**config.mk**
```make
export PLATFORM = sky130hd
export DESIGN_NAME = adc_channel_cycling_sequencer_flat
export DESIGN_NICKNAME = d
export VERILOG_FILES = /design/src/hdl/acs_pkg.sv /design/src/hdl/acs_req_if.sv /design/src/hdl/acs_rsp_if.sv /design/src/hdl/adc_channel_cycling_sequencer.sv /design/src/hdl/acs_emitter.sv /design/src/flat_wrapper.sv
export SDC_FILE = /design/constraint.sdc
export NUM_CORES = 1
export LEC_CHECK = 0
export BUFFER_PORTS_ARGS = -buffer_cell sky130_fd_sc_hd__clkbuf_2
export CORE_UTILIZATION = 51
export CTS_CLUSTER_DIAMETER = 150
export DETAILED_ROUTE_END_ITERATION = 8
export PLACE_DENSITY_LB_ADDON = 0.3
export SLEW_MARGIN = 0
export SYNTH_ARGS = -nofsm -noshare
export SYNTH_HDL_FRONTEND = slang
export SYNTH_HIERARCHICAL = 1
export SYNTH_SLANG_ARGS = --single-unit
```
**constraint.sdc**
```tcl
create_clock -name clock -period 8.6 [get_ports clock]
set_input_delay 1.72 -clock clock [delete_from_list [all_inputs] [get_ports clock]]
set_output_delay 1.72 -clock clock [all_outputs]
set_load 0.05 [all_outputs]
```
**src/hdl/acs_pkg.sv**
```systemverilog
// Shared types, codes and constants of the converter channel-cycling sequencer.
package acs_pkg;

   // Field widths
   localparam int FUNC_W    = 2;
   localparam int BYTE_W    = 8;
   localparam int CHAN_W    = 3;
   localparam int SAMPLE_W  = 24;
   localparam int SLOT_W    = 2;
   localparam int COUNT_W   = 16;
   localparam int KIND_W    = 3;
   localparam int ITER_W    = 18;
   localparam int STEP_W    = 4;
   localparam int CSR_ADDR_W = 4;
   localparam int CSR_DATA_W = 32;

   // Largest usable samples_per_channel
   localparam logic [COUNT_W-1:0] MAX_SAMPLES = 16'hFFFF;

   // Request functions
   localparam logic [FUNC_W-1:0] FUNC_START     = 2'd0;
   localparam logic [FUNC_W-1:0] FUNC_DRDY      = 2'd1;
   localparam logic [FUNC_W-1:0] FUNC_READ_DATA = 2'd2;
   localparam logic [FUNC_W-1:0] FUNC_FAIL      = 2'd3;

   // Configuration register indexes
   localparam logic [1:0] REG_FIRST_CHANNEL  = 2'd0;
   localparam logic [1:0] REG_SECOND_CHANNEL = 2'd1;
   localparam logic [1:0] REG_THIRD_CHANNEL  = 2'd2;
   localparam logic [1:0] REG_SAMPLES        = 2'd3;

   // Converter command bytes
   localparam logic [BYTE_W-1:0] OP_WRITE_REG   = 8'h50;
   localparam logic [BYTE_W-1:0] REG_MUX_ADDR   = 8'h01;
   localparam logic [BYTE_W-1:0] OP_WRITE_MUX   = OP_WRITE_REG | REG_MUX_ADDR;
   localparam logic [BYTE_W-1:0] OP_WRITE_COUNT = 8'h00;
   localparam logic [BYTE_W-1:0] OP_RESYNC      = 8'hFC;
   localparam logic [BYTE_W-1:0] OP_RESUME      = 8'h00;
   localparam logic [BYTE_W-1:0] OP_READ_SAMPLE = 8'h01;
   localparam logic [BYTE_W-1:0] OP_CLOCK       = 8'h00;
   localparam logic [BYTE_W-1:0] MUX_NEG_COM    = 8'h08;

   // Result kinds
   typedef enum logic [KIND_W-1:0] {
      KIND_TX     = 3'd0,
      KIND_GAP11  = 3'd1,
      KIND_GAP6   = 3'd2,
      KIND_SAMPLE = 3'd3,
      KIND_DONE   = 3'd4
   } kind_type;

   // Result sequences handed to the emitter
   typedef enum logic [2:0] {
      MODE_PRIME       = 3'd0,
      MODE_RUN         = 3'd1,
      MODE_SAMPLE      = 3'd2,
      MODE_SAMPLE_DONE = 3'd3,
      MODE_DONE        = 3'd4,
      MODE_FAIL        = 3'd5
   } mode_type;

   typedef struct packed {
      mode_type                    mode;
      logic [BYTE_W-1:0]           mux_byte;
      logic signed [SAMPLE_W-1:0]  value;
      logic [SLOT_W-1:0]           slot;
      logic [COUNT_W-1:0]          number;
   } desc_type;

   // Emitter status towards the request side
   typedef struct packed {
      logic can_load;
   } emit_status_type;

   // Index of the final result of a sequence
   function automatic logic [STEP_W-1:0] last_step(input mode_type mode);
      case (mode)
         MODE_PRIME:       last_step = 4'd5;
         MODE_RUN:         last_step = 4'd10;
         MODE_SAMPLE_DONE: last_step = 4'd1;
         default:          last_step = 4'd0;
      endcase
   endfunction

endpackage

```
**src/hdl/acs_req_if.sv**
```systemverilog
// Request channel of the sequencer: handshake and request fields.
interface acs_req_if;
   logic                        valid;
   logic                        ready;
   logic [acs_pkg::FUNC_W-1:0]  func;
   logic [acs_pkg::BYTE_W-1:0]  rx_high;
   logic [acs_pkg::BYTE_W-1:0]  rx_mid;
   logic [acs_pkg::BYTE_W-1:0]  rx_low;

   modport source (output valid, func, rx_high, rx_mid, rx_low, input ready);
   modport sink   (input valid, func, rx_high, rx_mid, rx_low, output ready);
endinterface

```
**src/hdl/acs_rsp_if.sv**
```systemverilog
// Result channel of the sequencer: handshake and result fields.
interface acs_rsp_if;
   logic                                valid;
   logic                                ready;
   logic [acs_pkg::KIND_W-1:0]          kind;
   logic [acs_pkg::BYTE_W-1:0]          tx_byte;
   logic                                select_active;
   logic signed [acs_pkg::SAMPLE_W-1:0] sample_value;
   logic [acs_pkg::SLOT_W-1:0]          channel_slot;
   logic [acs_pkg::COUNT_W-1:0]         sample_number;
   logic                                failed;
   logic                                last;

   modport source (output valid, kind, tx_byte, select_active, sample_value, channel_slot,
                   sample_number, failed, last, input ready);
   modport sink   (input valid, kind, tx_byte, select_active, sample_value, channel_slot,
                   sample_number, failed, last, output ready);
endinterface

```
**src/hdl/adc_channel_cycling_sequencer.sv**
```systemverilog
// Top level of the three-channel pipelined converter burst sequencer.
//
//   port      direction  carries
//   req_bus   in         func, rx_high, rx_mid, rx_low (valid/ready)
//   rsp_bus   out        kind, tx_byte, select_active, sample_value, channel_slot,
//                        sample_number, failed, last (valid/ready)
//   csr_*     in/out     APB-style register port, 32-bit data, 4-bit byte address
//
// A request is decoded in the cycle it is accepted; its results leave one per cycle
// from the emitter through the output register while rsp_bus is not stalled: 6 results
// for the first data-ready, 11 for later ones, 1 or 2 for read data.
// The next request is accepted in the cycle the previous one's final result is
// loaded into the output register; requests without results never occupy the emitter.
// Reset is synchronous; a stall on rsp_bus holds the emitter and then req_bus.ready.
module adc_channel_cycling_sequencer (
   input  logic                              clock,
   input  logic                              reset,
   acs_req_if.sink                           req_bus,
   acs_rsp_if.source                         rsp_bus,
   input  logic                              csr_psel,
   input  logic                              csr_penable,
   input  logic                              csr_pwrite,
   input  logic [acs_pkg::CSR_ADDR_W-1:0]    csr_paddr,
   input  logic [acs_pkg::CSR_DATA_W-1:0]    csr_pwdata,
   output logic [acs_pkg::CSR_DATA_W-1:0]    csr_prdata,
   output logic                              csr_pready
);

   typedef enum logic [3:0] {
      PH_IDLE  = 4'b0001,
      PH_PRIME = 4'b0010,
      PH_RUN   = 4'b0100,
      PH_READ  = 4'b1000
   } phase_type;

   // Configuration registers
   logic [acs_pkg::CHAN_W-1:0]  chan0_ff, chan1_ff, chan2_ff;
   logic [acs_pkg::COUNT_W-1:0] samples_ff;
   logic                        csr_write;
   logic [1:0]                  csr_index;

   // Burst state
   phase_type                   phase_ff, phase_in;
   logic [acs_pkg::ITER_W-1:0]  iter_ff, iter_in;
   logic [acs_pkg::SLOT_W-1:0]  next_slot_ff, next_slot_in;
   logic [acs_pkg::SLOT_W-1:0]  read_slot_ff, read_slot_in;
   logic [acs_pkg::COUNT_W-1:0] sample_cnt_ff, sample_cnt_in;

   logic                        accept;
   logic                        load;
   acs_pkg::desc_type           desc;
   acs_pkg::emit_status_type    emit_status;

   logic [acs_pkg::COUNT_W-1:0] n_eff;
   logic [acs_pkg::ITER_W-1:0]  burst_span;
   logic [acs_pkg::ITER_W-1:0]  iter_inc;
   logic [acs_pkg::CHAN_W-1:0]  mux_chan;
   logic [acs_pkg::SLOT_W-1:0]  mux_slot;
   logic                        has_sample;
   logic                        burst_end;

   // Register port
   assign csr_pready = 1'b1;
   assign csr_write  = csr_psel && csr_penable && csr_pwrite;
   assign csr_index  = csr_paddr[3:2];

   always_ff @(posedge clock) begin
      if (reset) begin
         chan0_ff   <= 3'd0;
         chan1_ff   <= 3'd1;
         chan2_ff   <= 3'd2;
         samples_ff <= 16'd1;
      end else if (csr_write) begin
         case (csr_index)
            acs_pkg::REG_FIRST_CHANNEL:  chan0_ff   <= csr_pwdata[acs_pkg::CHAN_W-1:0];
            acs_pkg::REG_SECOND_CHANNEL: chan1_ff   <= csr_pwdata[acs_pkg::CHAN_W-1:0];
            acs_pkg::REG_THIRD_CHANNEL:  chan2_ff   <= csr_pwdata[acs_pkg::CHAN_W-1:0];
            acs_pkg::REG_SAMPLES:        samples_ff <= csr_pwdata[acs_pkg::COUNT_W-1:0];
            default: ;
         endcase
      end
   end

   always_comb begin
      case (csr_index)
         acs_pkg::REG_FIRST_CHANNEL:  csr_prdata = {29'd0, chan0_ff};
         acs_pkg::REG_SECOND_CHANNEL: csr_prdata = {29'd0, chan1_ff};
         acs_pkg::REG_THIRD_CHANNEL:  csr_prdata = {29'd0, chan2_ff};
         acs_pkg::REG_SAMPLES:        csr_prdata = {16'd0, samples_ff};
         default:                     csr_prdata = '0;
      endcase
   end

   // Burst length: 3*N samples after the stale first read, N forced into 1..MAX_SAMPLES
   always_comb begin
      n_eff = samples_ff;
      if (n_eff == '0) begin
         n_eff = 16'd1;
      end
      if (n_eff > acs_pkg::MAX_SAMPLES) begin
         n_eff = acs_pkg::MAX_SAMPLES;
      end
   end
   assign burst_span = {2'b00, n_eff} + {1'b0, n_eff, 1'b0};
   assign iter_inc   = iter_ff + 18'd1;
   assign has_sample = (iter_ff != '0);
   assign burst_end  = (iter_inc > burst_span);

   // Multiplexer byte: priming always uses the first slot
   assign mux_slot = (phase_ff == PH_PRIME) ? 2'd0 : next_slot_ff;
   always_comb begin
      case (mux_slot)
         2'd0:    mux_chan = chan0_ff;
         2'd1:    mux_chan = chan1_ff;
         default: mux_chan = chan2_ff;
      endcase
   end

   assign req_bus.ready = emit_status.can_load;
   assign accept        = req_bus.valid && req_bus.ready;

   // Request decode and state update
   always_comb begin
      phase_in      = phase_ff;
      iter_in       = iter_ff;
      next_slot_in  = next_slot_ff;
      read_slot_in  = read_slot_ff;
      sample_cnt_in = sample_cnt_ff;
      load          = 1'b0;
      desc.mode     = acs_pkg::MODE_FAIL;
      desc.mux_byte = {1'b0, mux_chan, 4'd0} | acs_pkg::MUX_NEG_COM;
      desc.value    = {req_bus.rx_high, req_bus.rx_mid, req_bus.rx_low};
      desc.slot     = read_slot_ff;
      desc.number   = sample_cnt_ff;
      if (accept) begin
         case (req_bus.func)
            acs_pkg::FUNC_START: begin
               if (phase_ff == PH_IDLE) begin
                  phase_in      = PH_PRIME;
                  iter_in       = '0;
                  next_slot_in  = 2'd0;
                  read_slot_in  = 2'd2;
                  sample_cnt_in = '0;
               end
            end
            acs_pkg::FUNC_DRDY: begin
               if (phase_ff == PH_PRIME) begin
                  load      = 1'b1;
                  desc.mode = acs_pkg::MODE_PRIME;
                  phase_in  = PH_RUN;
               end else if (phase_ff == PH_RUN) begin
                  load      = 1'b1;
                  desc.mode = acs_pkg::MODE_RUN;
                  phase_in  = PH_READ;
               end
            end
            acs_pkg::FUNC_READ_DATA: begin
               if (phase_ff == PH_READ) begin
                  // first read of a burst is stale and dropped
                  load = has_sample || burst_end;
                  if (has_sample && burst_end) begin
                     desc.mode = acs_pkg::MODE_SAMPLE_DONE;
                  end else if (has_sample) begin
                     desc.mode = acs_pkg::MODE_SAMPLE;
                  end else begin
                     desc.mode = acs_pkg::MODE_DONE;
                  end
                  if (has_sample && read_slot_ff == 2'd2) begin
                     sample_cnt_in = sample_cnt_ff + 16'd1;
                  end
                  iter_in      = iter_inc;
                  read_slot_in = (read_slot_ff == 2'd2) ? 2'd0 : read_slot_ff + 2'd1;
                  next_slot_in = (next_slot_ff == 2'd2) ? 2'd0 : next_slot_ff + 2'd1;
                  phase_in     = burst_end ? PH_IDLE : PH_RUN;
               end
            end
            default: begin
               if (phase_ff != PH_IDLE) begin
                  load      = 1'b1;
                  desc.mode = acs_pkg::MODE_FAIL;
                  phase_in  = PH_IDLE;
               end
            end
         endcase
      end
   end

   always_ff @(posedge clock) begin
      if (reset) begin
         phase_ff      <= PH_IDLE;
         iter_ff       <= '0;
         next_slot_ff  <= 2'd0;
         read_slot_ff  <= 2'd2;
         sample_cnt_ff <= '0;
      end else begin
         phase_ff      <= phase_in;
         iter_ff       <= iter_in;
         next_slot_ff  <= next_slot_in;
         read_slot_ff  <= read_slot_in;
         sample_cnt_ff <= sample_cnt_in;
      end
   end

   acs_emitter u_emitter (
      .clock   (clock),
      .reset   (reset),
      .load    (load),
      .desc    (desc),
      .status  (emit_status),
      .rsp_bus (rsp_bus)
   );

   // Read slot always trails the queued multiplexer slot by one
   a_slot_pair: assert property (@(posedge clock) disable iff (reset)
      next_slot_ff == ((read_slot_ff == 2'd2) ? 2'd0 : read_slot_ff + 2'd1))
      else $error("read slot and next slot out of step");

   // A failure request during a burst returns the block to idle
   a_fail_idles: assert property (@(posedge clock) disable iff (reset)
      (accept && req_bus.func == acs_pkg::FUNC_FAIL && phase_ff != PH_IDLE)
      |=> phase_ff == PH_IDLE)
      else $error("failure did not end the burst");

   // Read data always leaves the reading phase
   a_read_leaves: assert property (@(posedge clock) disable iff (reset)
      (accept && req_bus.func == acs_pkg::FUNC_READ_DATA && phase_ff == PH_READ)
      |=> (phase_ff == PH_RUN || phase_ff == PH_IDLE))
      else $error("read data left the block in the reading phase");

endmodule

```
**src/hdl/acs_emitter.sv**
```systemverilog
// Result emitter: walks one result sequence into the registered result channel.
module acs_emitter (
   input  logic                     clock,
   input  logic                     reset,
   input  logic                     load,
   input  acs_pkg::desc_type        desc,
   output acs_pkg::emit_status_type status,
   acs_rsp_if.source                rsp_bus
);

   // Sequence being walked
   acs_pkg::desc_type              cur_ff, cur_in;
   logic                           cur_valid_ff, cur_valid_in;
   logic [acs_pkg::STEP_W-1:0]     step_ff, step_in;

   // Output register
   logic                                rsp_valid_ff, rsp_valid_in;
   acs_pkg::kind_type                   kind_ff, kind_in;
   logic [acs_pkg::BYTE_W-1:0]          byte_ff, byte_in;
   logic                                sel_ff, sel_in;
   logic signed [acs_pkg::SAMPLE_W-1:0] val_ff, val_in;
   logic [acs_pkg::SLOT_W-1:0]          slot_ff, slot_in;
   logic [acs_pkg::COUNT_W-1:0]         num_ff, num_in;
   logic                                fail_ff, fail_in;
   logic                                last_ff, last_in;

   logic out_free;
   logic emit;
   logic at_last;

   assign out_free = !rsp_valid_ff || rsp_bus.ready;
   assign emit     = cur_valid_ff && out_free;
   assign at_last  = (step_ff == acs_pkg::last_step(cur_ff.mode));
   assign status.can_load = !cur_valid_ff || (emit && at_last);

   // Sequence position
   always_comb begin
      cur_in       = cur_ff;
      cur_valid_in = cur_valid_ff;
      step_in      = step_ff;
      if (load) begin
         cur_in       = desc;
         cur_valid_in = 1'b1;
         step_in      = '0;
      end else if (emit) begin
         if (at_last) begin
            cur_valid_in = 1'b0;
         end else begin
            step_in = step_ff + 4'd1;
         end
      end
   end

   // Result for the current step
   always_comb begin
      kind_in = acs_pkg::KIND_TX;
      byte_in = '0;
      sel_in  = 1'b1;
      val_in  = '0;
      slot_in = '0;
      num_in  = '0;
      fail_in = 1'b0;
      last_in = at_last;
      case (cur_ff.mode)
         acs_pkg::MODE_PRIME, acs_pkg::MODE_RUN: begin
            // mux write, SYNC, gap, WAKEUP, then (run mode only) RDATA, gap and clock bytes
            case (step_ff)
               4'd0:    byte_in = acs_pkg::OP_WRITE_MUX;
               4'd1:    byte_in = acs_pkg::OP_WRITE_COUNT;
               4'd2:    byte_in = cur_ff.mux_byte;
               4'd3:    byte_in = acs_pkg::OP_RESYNC;
               4'd4:    kind_in = acs_pkg::KIND_GAP11;
               4'd5:    byte_in = acs_pkg::OP_RESUME;
               4'd6:    byte_in = acs_pkg::OP_READ_SAMPLE;
               4'd7:    kind_in = acs_pkg::KIND_GAP6;
               default: byte_in = acs_pkg::OP_CLOCK;
            endcase
         end
         acs_pkg::MODE_SAMPLE, acs_pkg::MODE_SAMPLE_DONE: begin
            if (step_ff == '0) begin
               kind_in = acs_pkg::KIND_SAMPLE;
               val_in  = cur_ff.value;
               slot_in = cur_ff.slot;
               num_in  = cur_ff.number;
            end else begin
               kind_in = acs_pkg::KIND_DONE;
               sel_in  = 1'b0;
            end
         end
         acs_pkg::MODE_DONE: begin
            kind_in = acs_pkg::KIND_DONE;
            sel_in  = 1'b0;
         end
         acs_pkg::MODE_FAIL: begin
            kind_in = acs_pkg::KIND_DONE;
            sel_in  = 1'b0;
            fail_in = 1'b1;
         end
         default: begin
            kind_in = acs_pkg::KIND_DONE;
            sel_in  = 1'b0;
         end
      endcase
   end

   always_comb begin
      rsp_valid_in = rsp_valid_ff;
      if (emit) begin
         rsp_valid_in = 1'b1;
      end else if (rsp_bus.ready) begin
         rsp_valid_in = 1'b0;
      end
   end

   // Control registers
   always_ff @(posedge clock) begin
      if (reset) begin
         cur_valid_ff <= 1'b0;
         step_ff      <= '0;
         rsp_valid_ff <= 1'b0;
      end else begin
         cur_valid_ff <= cur_valid_in;
         step_ff      <= step_in;
         rsp_valid_ff <= rsp_valid_in;
      end
   end

   // Payload registers
   always_ff @(posedge clock) begin
      cur_ff <= cur_in;
      if (emit) begin
         kind_ff <= kind_in;
         byte_ff <= byte_in;
         sel_ff  <= sel_in;
         val_ff  <= val_in;
         slot_ff <= slot_in;
         num_ff  <= num_in;
         fail_ff <= fail_in;
         last_ff <= last_in;
      end
   end

   assign rsp_bus.valid         = rsp_valid_ff;
   assign rsp_bus.kind          = kind_ff;
   assign rsp_bus.tx_byte       = byte_ff;
   assign rsp_bus.select_active = sel_ff;
   assign rsp_bus.sample_value  = val_ff;
   assign rsp_bus.channel_slot  = slot_ff;
   assign rsp_bus.sample_number = num_ff;
   assign rsp_bus.failed        = fail_ff;
   assign rsp_bus.last          = last_ff;

   // Never step past the end of a sequence
   a_step_bounded: assert property (@(posedge clock) disable iff (reset)
      cur_valid_ff |-> step_ff <= acs_pkg::last_step(cur_ff.mode))
      else $error("emitter step beyond end of sequence");

   // A new sequence is only loaded when the emitter is idle or the previous one is finishing
   a_load_when_free: assert property (@(posedge clock) disable iff (reset)
      load |-> status.can_load)
      else $error("sequence loaded over a busy emitter");

   // The final result of a sequence carries the last flag
   a_last_marks_end: assert property (@(posedge clock) disable iff (reset)
      (emit && at_last) |=> (rsp_valid_ff && last_ff))
      else $error("final result of a sequence without last flag");

endmodule

```
**src/flat_wrapper.sv**
```systemverilog
// flat-port wrapper written by rule: the top's interface ports become plain ports
module adc_channel_cycling_sequencer_flat 
  (clock, reset, csr_psel, csr_penable, csr_pwrite, csr_paddr, csr_pwdata, csr_prdata, csr_pready, req_bus_valid, req_bus_func, req_bus_rx_high, req_bus_rx_mid, req_bus_rx_low, req_bus_ready, rsp_bus_valid, rsp_bus_kind, rsp_bus_tx_byte, rsp_bus_select_active, rsp_bus_sample_value, rsp_bus_channel_slot, rsp_bus_sample_number, rsp_bus_failed, rsp_bus_last, rsp_bus_ready);
  acs_req_if req_bus_i ();
  acs_rsp_if rsp_bus_i ();
  input  logic clock;
  input  logic reset;
  input  logic csr_psel;
  input  logic csr_penable;
  input  logic csr_pwrite;
  input  logic [acs_pkg::CSR_ADDR_W-1:0] csr_paddr;
  input  logic [acs_pkg::CSR_DATA_W-1:0] csr_pwdata;
  output logic [acs_pkg::CSR_DATA_W-1:0] csr_prdata;
  output logic csr_pready;
  input wire logic [$bits(req_bus_i.valid)-1:0] req_bus_valid;
  input wire logic [$bits(req_bus_i.func)-1:0] req_bus_func;
  input wire logic [$bits(req_bus_i.rx_high)-1:0] req_bus_rx_high;
  input wire logic [$bits(req_bus_i.rx_mid)-1:0] req_bus_rx_mid;
  input wire logic [$bits(req_bus_i.rx_low)-1:0] req_bus_rx_low;
  output wire logic [$bits(req_bus_i.ready)-1:0] req_bus_ready;
  output wire logic [$bits(rsp_bus_i.valid)-1:0] rsp_bus_valid;
  output wire logic [$bits(rsp_bus_i.kind)-1:0] rsp_bus_kind;
  output wire logic [$bits(rsp_bus_i.tx_byte)-1:0] rsp_bus_tx_byte;
  output wire logic [$bits(rsp_bus_i.select_active)-1:0] rsp_bus_select_active;
  output wire logic [$bits(rsp_bus_i.sample_value)-1:0] rsp_bus_sample_value;
  output wire logic [$bits(rsp_bus_i.channel_slot)-1:0] rsp_bus_channel_slot;
  output wire logic [$bits(rsp_bus_i.sample_number)-1:0] rsp_bus_sample_number;
  output wire logic [$bits(rsp_bus_i.failed)-1:0] rsp_bus_failed;
  output wire logic [$bits(rsp_bus_i.last)-1:0] rsp_bus_last;
  input wire logic [$bits(rsp_bus_i.ready)-1:0] rsp_bus_ready;
  assign req_bus_i.valid = req_bus_valid;
  assign req_bus_i.func = req_bus_func;
  assign req_bus_i.rx_high = req_bus_rx_high;
  assign req_bus_i.rx_mid = req_bus_rx_mid;
  assign req_bus_i.rx_low = req_bus_rx_low;
  assign req_bus_ready = req_bus_i.ready;
  assign rsp_bus_valid = rsp_bus_i.valid;
  assign rsp_bus_kind = rsp_bus_i.kind;
  assign rsp_bus_tx_byte = rsp_bus_i.tx_byte;
  assign rsp_bus_select_active = rsp_bus_i.select_active;
  assign rsp_bus_sample_value = rsp_bus_i.sample_value;
  assign rsp_bus_channel_slot = rsp_bus_i.channel_slot;
  assign rsp_bus_sample_number = rsp_bus_i.sample_number;
  assign rsp_bus_failed = rsp_bus_i.failed;
  assign rsp_bus_last = rsp_bus_i.last;
  assign rsp_bus_i.ready = rsp_bus_ready;
  adc_channel_cycling_sequencer u_core (.clock(clock), .reset(reset), .req_bus(req_bus_i), .rsp_bus(rsp_bus_i), .csr_psel(csr_psel), .csr_penable(csr_penable), .csr_pwrite(csr_pwrite), .csr_paddr(csr_paddr), .csr_pwdata(csr_pwdata), .csr_prdata(csr_prdata), .csr_pready(csr_pready));
endmodule
```
==> results.yml, run 1 <==
clock_network:
  cts_num_sinks: 182
  clockBufferDepth: 2
  clkTransAtPathRegs_ns: 0.08
  post_cts_resized: 0
  clkLatencyLatePin_ns: 0.43
  cts_tree: "built"
  cts_buffers: 17
  cts_hold_buf: 0
  postCtsSetupBuffers: 0
  h-tree-depth: 4
  cts_root_buffer: "clkbuf_16"
route:
  num_vias: 6786
  drcViolationCount: 0
  wire_per_inst_um: 14.3
  avgViaCountPerCell: 5.43
  antenna_left: 0
  first_iter_violations: 411
  dr.pass1.iters: 5
  wirelength_um: 17900
sta:
  period_share: 0.693
  clock_skew_ns: 0.0179
  rsz0062_at_grt: "no"
  final-setup-viol-count: 0
  max_slew.worst_pin.slew_ns: 1.01
  maxSlewHeadroom: 0.324
  period_needed_ns: 5.96
  slew_violations: 0
  tns_ns: 0
  hold_viol_final: 0
  max_freq_mhz: 168
synthesis:
  ys_seq_area_frac: 0.510
  synth_edf_count: 109
  synthArstFlopShare: 0
  ys_warn_count: 6
  ys_seq_elements: 182
  syn_inst: 899
  synth.largest_area_cell: "edfxtp_1"
  synth_ff_type: "edfxtp_1"
  avgSynthCellArea_um2: 10.3
  synth_top_area_frac: 0.352
  synth_common_cells: "109 x edfxtp_1, 77 x nand2_1, 77 x nor2_1"
  synth.distinct_cells: 70
  yosysMostFrequentCell: "edfxtp_1"
  synth_area_um2: 9290
  synth_area_leaders: "edfxtp_1 35%, dfxtp_1 16%, ha_1 6.9%, a21oi_1 3.8%, and2_1 3.2%"
placed_design:
  gp_congestion: 0.803
  dp_hpwl_um: 12600
  dpl_cell_area_um2: 10000
  portBuffers: 124
grt:
  grt_pass1_vias: 6150
  antenna_found_initial: 0
  grt_max_degree: 61
  grt_pass1_wl_um: 29000
  grt_usage: 0.195
  grt.overflow.total: 0
worst_setup_path:
  path_class: "register to register"
  worstPathMaxFanout: 43
  regToRegStartpoint: "u_core/samples_ff[14]"
  reg2reg_depth: 21
  crit_path_end_kind: "register"
  r2r_slack_ns: 2.64
  reg2reg_to: "u_core/u_emitter/cur_ff[15]"
  critPathArrivalTime_ns: 6.03
  critical_path_required_ns: 8.67
  cp-start-kind: "register"
hold_path:
  min_path_type: "register to register"
  whs_path_depth: 0
  min_from: "u_core/sample_cnt_ff[15]"
  hold_end: "u_core/u_emitter/cur_ff[15]"
power:
  leakage_nw: 4.25
  ir_drop_uv: 152
  powerDensity_nw_per_um2: 175
floorplan:
  io_pins: 160
  start_util: 0.530
  fp.dieW_um: 137
  coreArea_um2: 17500
  dieArea_um2: 18800
  rows: 48
  die_height_um: 137
run_status:
  status: "completed"
final_layout:
  design_area_um2: 10700
  syn_to_final_growth_pct: 14.7
  fillers: 1452
  finalNetCount: 1132
  num_antenna_cells: 0
  drive_gt1_frac: 0.188
flow_run:
  drv_cap: 0
==> worst max-delay path, stage by stage, from the launching register on <==
cell and delay, ns:
dfxtp_1 0.36, inv_1 0.12, ha_1 0.17, nand4_1 0.17
nor4_2 0.26, buf_4 0.23, nor2_1 0.10, fa_1 0.47
a21oi_1 0.20, o211ai_1 0.17, a311o_1 0.40, a21oi_1 0.24
nor2_1 0.12, a211oi_1 0.22, ha_1 0.28, nand4_1 0.13
nor2_1 0.09, nand4_1 0.14, o31a_1 0.25, o21ai_0 0.18
a221oi_4 0.68, buf_4 0.57
==> cell families after synthesis <==
family	Yosys count	share of synthesized area
AND/OR/NAND/NOR	347	0.193
flip-flops	182	0.510
AO/OA/AOI/OAI	170	0.124
buffers and inverters	94	0.0474
adder cells (fa/ha/maj)	52	0.0708
XOR/XNOR	41	0.0386
multiplexers	11	0.0159
other	2	0.000808
==> worst max-delay path by stage <==
stage,slack (ns),cells after the start,start,end
floorplan,1.67,22,u_core/samples_ff[14],u_core/u_emitter/step_ff[3]
global placement,2.77,21,u_core/samples_ff[14],u_core/u_emitter/cur_ff[8]
detailed placement,2.69,21,u_core/samples_ff[14],u_core/u_emitter/cur_ff[10]
CTS,2.61,21,u_core/samples_ff[14],u_core/u_emitter/cur_ff[29]
global route,2.17,21,u_core/samples_ff[14],u_core/u_emitter/cur_ff[15]
finish,2.64,21,u_core/samples_ff[14],u_core/u_emitter/cur_ff[15]
==> cells in the final DEF, fill, tap and decap left out, drive strengths merged, types with 5 or more instances in the layout <==
| cell | Yosys | final |
|---|---|---|
| a2111oi | 11 | 11 |
| nor2b | 8 | 8 |
| nand3b | 6 | 6 |
| or3 | 8 | 8 |
| a21oi | 71 | 71 |
| buf | 25 | 6 |
| clkbuf | 32 | 142 |
| o21ai | 29 | 29 |
| a22oi | 8 | 8 |
| inv | 37 | 44 |
| and2 | 49 | 49 |
| nor3 | 16 | 16 |
| ha | 51 | 51 |
| a21o | 9 | 9 |
| clkinv | 0 | 6 |
| a211oi | 7 | 7 |
| and4 | 5 | 5 |
| nand3 | 31 | 31 |
| nand2b | 7 | 7 |
| nor2 | 77 | 77 |
| xnor2 | 25 | 25 |
| dfxtp | 73 | 73 |
| and3 | 23 | 23 |
| mux2i | 8 | 8 |
| nand2 | 78 | 78 |
| conb | 2 | 22 |
| nor4 | 6 | 6 |
| edfxtp | 109 | 109 |
| xor2 | 16 | 16 |
| or4b | 5 | 5 |
| or2 | 5 | 5 |
| o21bai | 5 | 5 |
| nand4 | 13 | 13 |
==> power breakdown <==
part / internal, W / switching, W / total [W]
sequential: 0.000938 / 0.00000746 / 0.000945
combinational: 0.0000344 / 0.0000972 / 0.000132
clock: 0.000420 / 0.000367 / 0.000787
total: 0.00139 / 0.000472 / 0.00186
==> metal layers <==
metal  share of wire  GRT usage  routed length [um]
met1            0.45      0.247                8060
met3           0.046     0.0437                 819
met2            0.49      0.330                8770
met4           0.013     0.0562                 232
met5               0          0                   0
==> per-stage QoR <==
stage          setup slack, ns  cells  power (W)  utilization  hold slack (ns)
4_1_cts                   2.61   1249    0.00188        0.608            0.465
6_report                  2.64   1249    0.00186        0.608            0.463
3_5_place_dp              2.69   1217    0.00110        0.573            0.439
5_1_grt                   2.17   1249    0.00193        0.608            0.485
3_3_place_gp              2.77   1217    0.00109        0.573            0.433
2_1_floorplan             1.67    919    0.00107            -            0.417
==> layout make-up <==
class                           instances  area [um^2]  share of cell area
Multi-Input combinational cell        643         4220               0.396
Clock buffer                           18          429              0.0403
Timing Repair Buffer                  130          666              0.0625
Tap cell                              225          282              0.0264
Inverter                               37          141              0.0133
Clock inverter                         14          184              0.0173
Sequential cell                       182         4730               0.444
==> registers in the layout, indices dropped and copies added (netlist names), 2 cells and up <==
name	flops
u_core/phase_ff	4
u_core/iter_ff	18
u_core/read_slot_ff	2
u_core/sample_cnt_ff	16
u_core/u_emitter/step_ff	4
u_core/u_emitter/rsp_bus.kind	3
u_core/chan0_ff	3
u_core/samples_ff	16
u_core/u_emitter/rsp_bus.sample_number	16
u_core/u_emitter/rsp_bus.sample_value	24
u_core/chan2_ff	3
u_core/next_slot_ff	2
u_core/u_emitter/rsp_bus.channel_slot	2
u_core/u_emitter/rsp_bus.tx_byte	8
u_core/u_emitter/cur_ff	53
u_core/chan1_ff	3
Note: power is estimated with default switching activity, not from simulation.
==> inputs of run 2 (changes only) <==
--- a/config.mk
+++ b/config.mk
@@ -6,7 +6,7 @@
 export NUM_CORES = 1
 export LEC_CHECK = 0
 export BUFFER_PORTS_ARGS = -buffer_cell sky130_fd_sc_hd__clkbuf_2
-export CORE_UTILIZATION = 51
+export CORE_UTILIZATION = 55
 export CTS_CLUSTER_DIAMETER = 150
 export DETAILED_ROUTE_END_ITERATION = 8
 export PLACE_DENSITY_LB_ADDON = 0.3
==> constraint.sdc (replaced) <==
create_clock -name clock -period 5.9 [get_ports clock]
set_input_delay 1.18 -clock clock [delete_from_list [all_inputs] [get_ports clock]]
set_output_delay 1.18 -clock clock [all_outputs]
set_load 0.05 [all_outputs]
==> run 2 against run 1 <==
  * Cell count shrank 0.24%
  * Global-route usage up 1.8 points
  * Non-clock buffer count is 2 higher
  * Count of clock-buffer cells in the layout did not move
  * First-iteration DRC count down 16%
  * Utilization up 3.7 points
  * Fmax rose by 10%
  * Clock power up 45%
  * Worst setup slack got worse by 2.1 ns
  * Combinational power is 46% higher
  * Critical path type unchanged
  * Largest cell class unchanged
==> results.yml, run 2 (same netlist as run 1, synthesis figures left out) <==
power:
  switching_power_w: 0.000686
  p_seq_frac: 0.507
  powerDensity_nw_per_um2: 255
  ir_drop_uv: 226
  comb_power_share: 0.071
  clkPwrFrac: 0.422
  leakage_nw: 4.26
  internal_power_w: 0.00203
  switching_share: 0.253
final_layout:
  multi_input_comb_area_um2: 4220
  finalNetCount: 1134
  drive_gt1_frac: 0.190
  num_antenna_cells: 0
  design_area_um2: 10700
  regArea_um2: 4730
  final_cell_mix: "124 x clkbuf_2, 109 x edfxtp_1, 77 x nor2_1, 77 x nand2_1, 73 x dfxtp_1"
  regMostFlops: "u_core/u_emitter/cur_ff"
  syn_to_final_growth_pct: 14.7
  largest_register_ffs: 53
  final_common_cell: "clkbuf_2"
  fillers: 1327
route:
  num_vias: 6773
  dr.pass1.iters: 5
  wire_per_inst_um: 14.5
  first_iter_violations: 345
  wirelength_um: 18100
  drcViolationCount: 0
  avgViaCountPerCell: 5.44
  antenna_left: 0
sta:
  hold_viol_final: 0
  period_share: 0.915
  clock_skew_ns: 0.0212
  tns_ns: 0
  slew_violations: 0
  period_needed_ns: 5.40
  final-setup-viol-count: 0
  max_slew.worst_pin.slew_ns: 1.04
  maxSlewHeadroom: 0.305
  layout_setup_ws_ns: 0.501
  rsz0062_at_grt: "no"
  max_freq_mhz: 185
  whs_ns: 0.468
placed_design:
  dp_hpwl_um: 12400
  dpl_cell_area_um2: 10100
  place_ws_ns: 0.601
  portBuffers: 124
  gp_congestion: 0.829
hold_path:
  hold_end: "u_core/u_emitter/cur_ff[15]"
  min_from: "u_core/sample_cnt_ff[15]"
  min_path_type: "register to register"
  whs_path_depth: 0
floorplan:
  io_pins: 160
  start_util: 0.562
  coreArea_um2: 16500
  fp.dieW_um: 132
  die_height_um: 132
  rows: 47
  dieArea_um2: 17400
clock_network:
  cts_root_buffer: "clkbuf_16"
  cts_num_sinks: 182
  h-tree-depth: 4
  postCtsSetupBuffers: 0
  post_cts_resized: 0
  clockBufferDepth: 2
  cts_tree: "built"
  clkLatencyLatePin_ns: 0.44
  clkTransAtPathRegs_ns: 0.07
  cts_hold_buf: 0
  cts_buffers: 17
grt:
  grt.overflow.total: 0
  antenna_found_initial: 0
  grt_pass1_wl_um: 29900
  grt_max_degree: 57
  grt_usage: 0.213
  grt_pass1_vias: 6294
worst_setup_path:
  critical_path_required_ns: 5.98
  cpLargestDelayFamily: "compound AO/OA/AOI/OAI gates"
  crit_path_end_kind: "register"
  r2r_slack_ns: 0.50
  worst-path-buf-inv: 3
  max_stage_delay_ns: 0.44
  reg2reg_to: "u_core/u_emitter/cur_ff[22]"
  path_class: "register to register"
  critPathArrivalTime_ns: 5.48
  cp-start-kind: "register"
  crit_path_cell_trace: "inv_1, ha_1, nand4_1, nor4_2, buf_4, nor2_1, ha_1, a21oi_1, o211ai_1, a311o_1, a21oi_1, nor2_1, a211oi_1, ha_1, nand4_1, nor2_1, nand4_1, o31a_1, o21ai_0, a221oi_4, buf_4"
  reg2reg_depth: 21
  worstPathMaxFanout: 34
  regToRegStartpoint: "u_core/samples_ff[14]"
  cpMaxStageDelayCell: "buf_4"
flow_run:
  drv_cap: 0
run_status:
  status: "completed"
-- run 2: worst max-delay path by stage --
| stage | startpoint | end | slack [ns] | cells past startpoint |
|---|---|---|---|---|
| floorplan | u_core/samples_ff[14] | u_core/u_emitter/step_ff[3] | 0.09 | 22 |
| global placement | u_core/samples_ff[14] | u_core/u_emitter/cur_ff[29] | 0.67 | 21 |
| detailed placement | u_core/samples_ff[14] | u_core/u_emitter/cur_ff[29] | 0.60 | 21 |
| CTS | u_core/samples_ff[14] | u_core/u_emitter/cur_ff[27] | 0.50 | 21 |
| global route | u_core/samples_ff[14] | u_core/u_emitter/cur_ff[4] | 0.03 | 21 |
| finish | u_core/samples_ff[14] | u_core/u_emitter/cur_ff[22] | 0.50 | 21 |
-- run 2: layout make-up --
class | count | share of cell area
flip-flops and latches | 182 | 0.444
repair buffers | 132 | 0.0639
clock inverters | 14 | 0.0166
well taps | 220 | 0.0258
multi-input cells | 643 | 0.396
clock buffers | 18 | 0.0403
inverters | 37 | 0.0133
-- run 2: power by group through the flow --
stage               combinational [W]  clock [W]  sequential [W]
detailed placement           0.000192          0         0.00141
CTS                          0.000193    0.00117         0.00138
finish                       0.000193    0.00114         0.00138
global route                 0.000209    0.00122         0.00138
global placement             0.000189          0         0.00140
floorplan                    0.000124          0         0.00143
-- run 2: metrics by stage --
stage | instances | util | total power [W]
after floorplan | 919 | - | 0.00156
after global placement | 1214 | 0.608 | 0.00159
after detailed placement | 1214 | 0.608 | 0.00160
after CTS | 1246 | 0.645 | 0.00274
after global routing | 1246 | 0.645 | 0.00281
final | 1246 | 0.645 | 0.00271
-- run 2: routing by layer --
| metal | global-route usage | share of wire |
|---|---|---|
| met1 | 0.266 | 0.44 |
| met2 | 0.378 | 0.51 |
| met3 | 0.0388 | 0.045 |
| met4 | 0.0549 | 0.0083 |
| met5 | 0 | 0 |
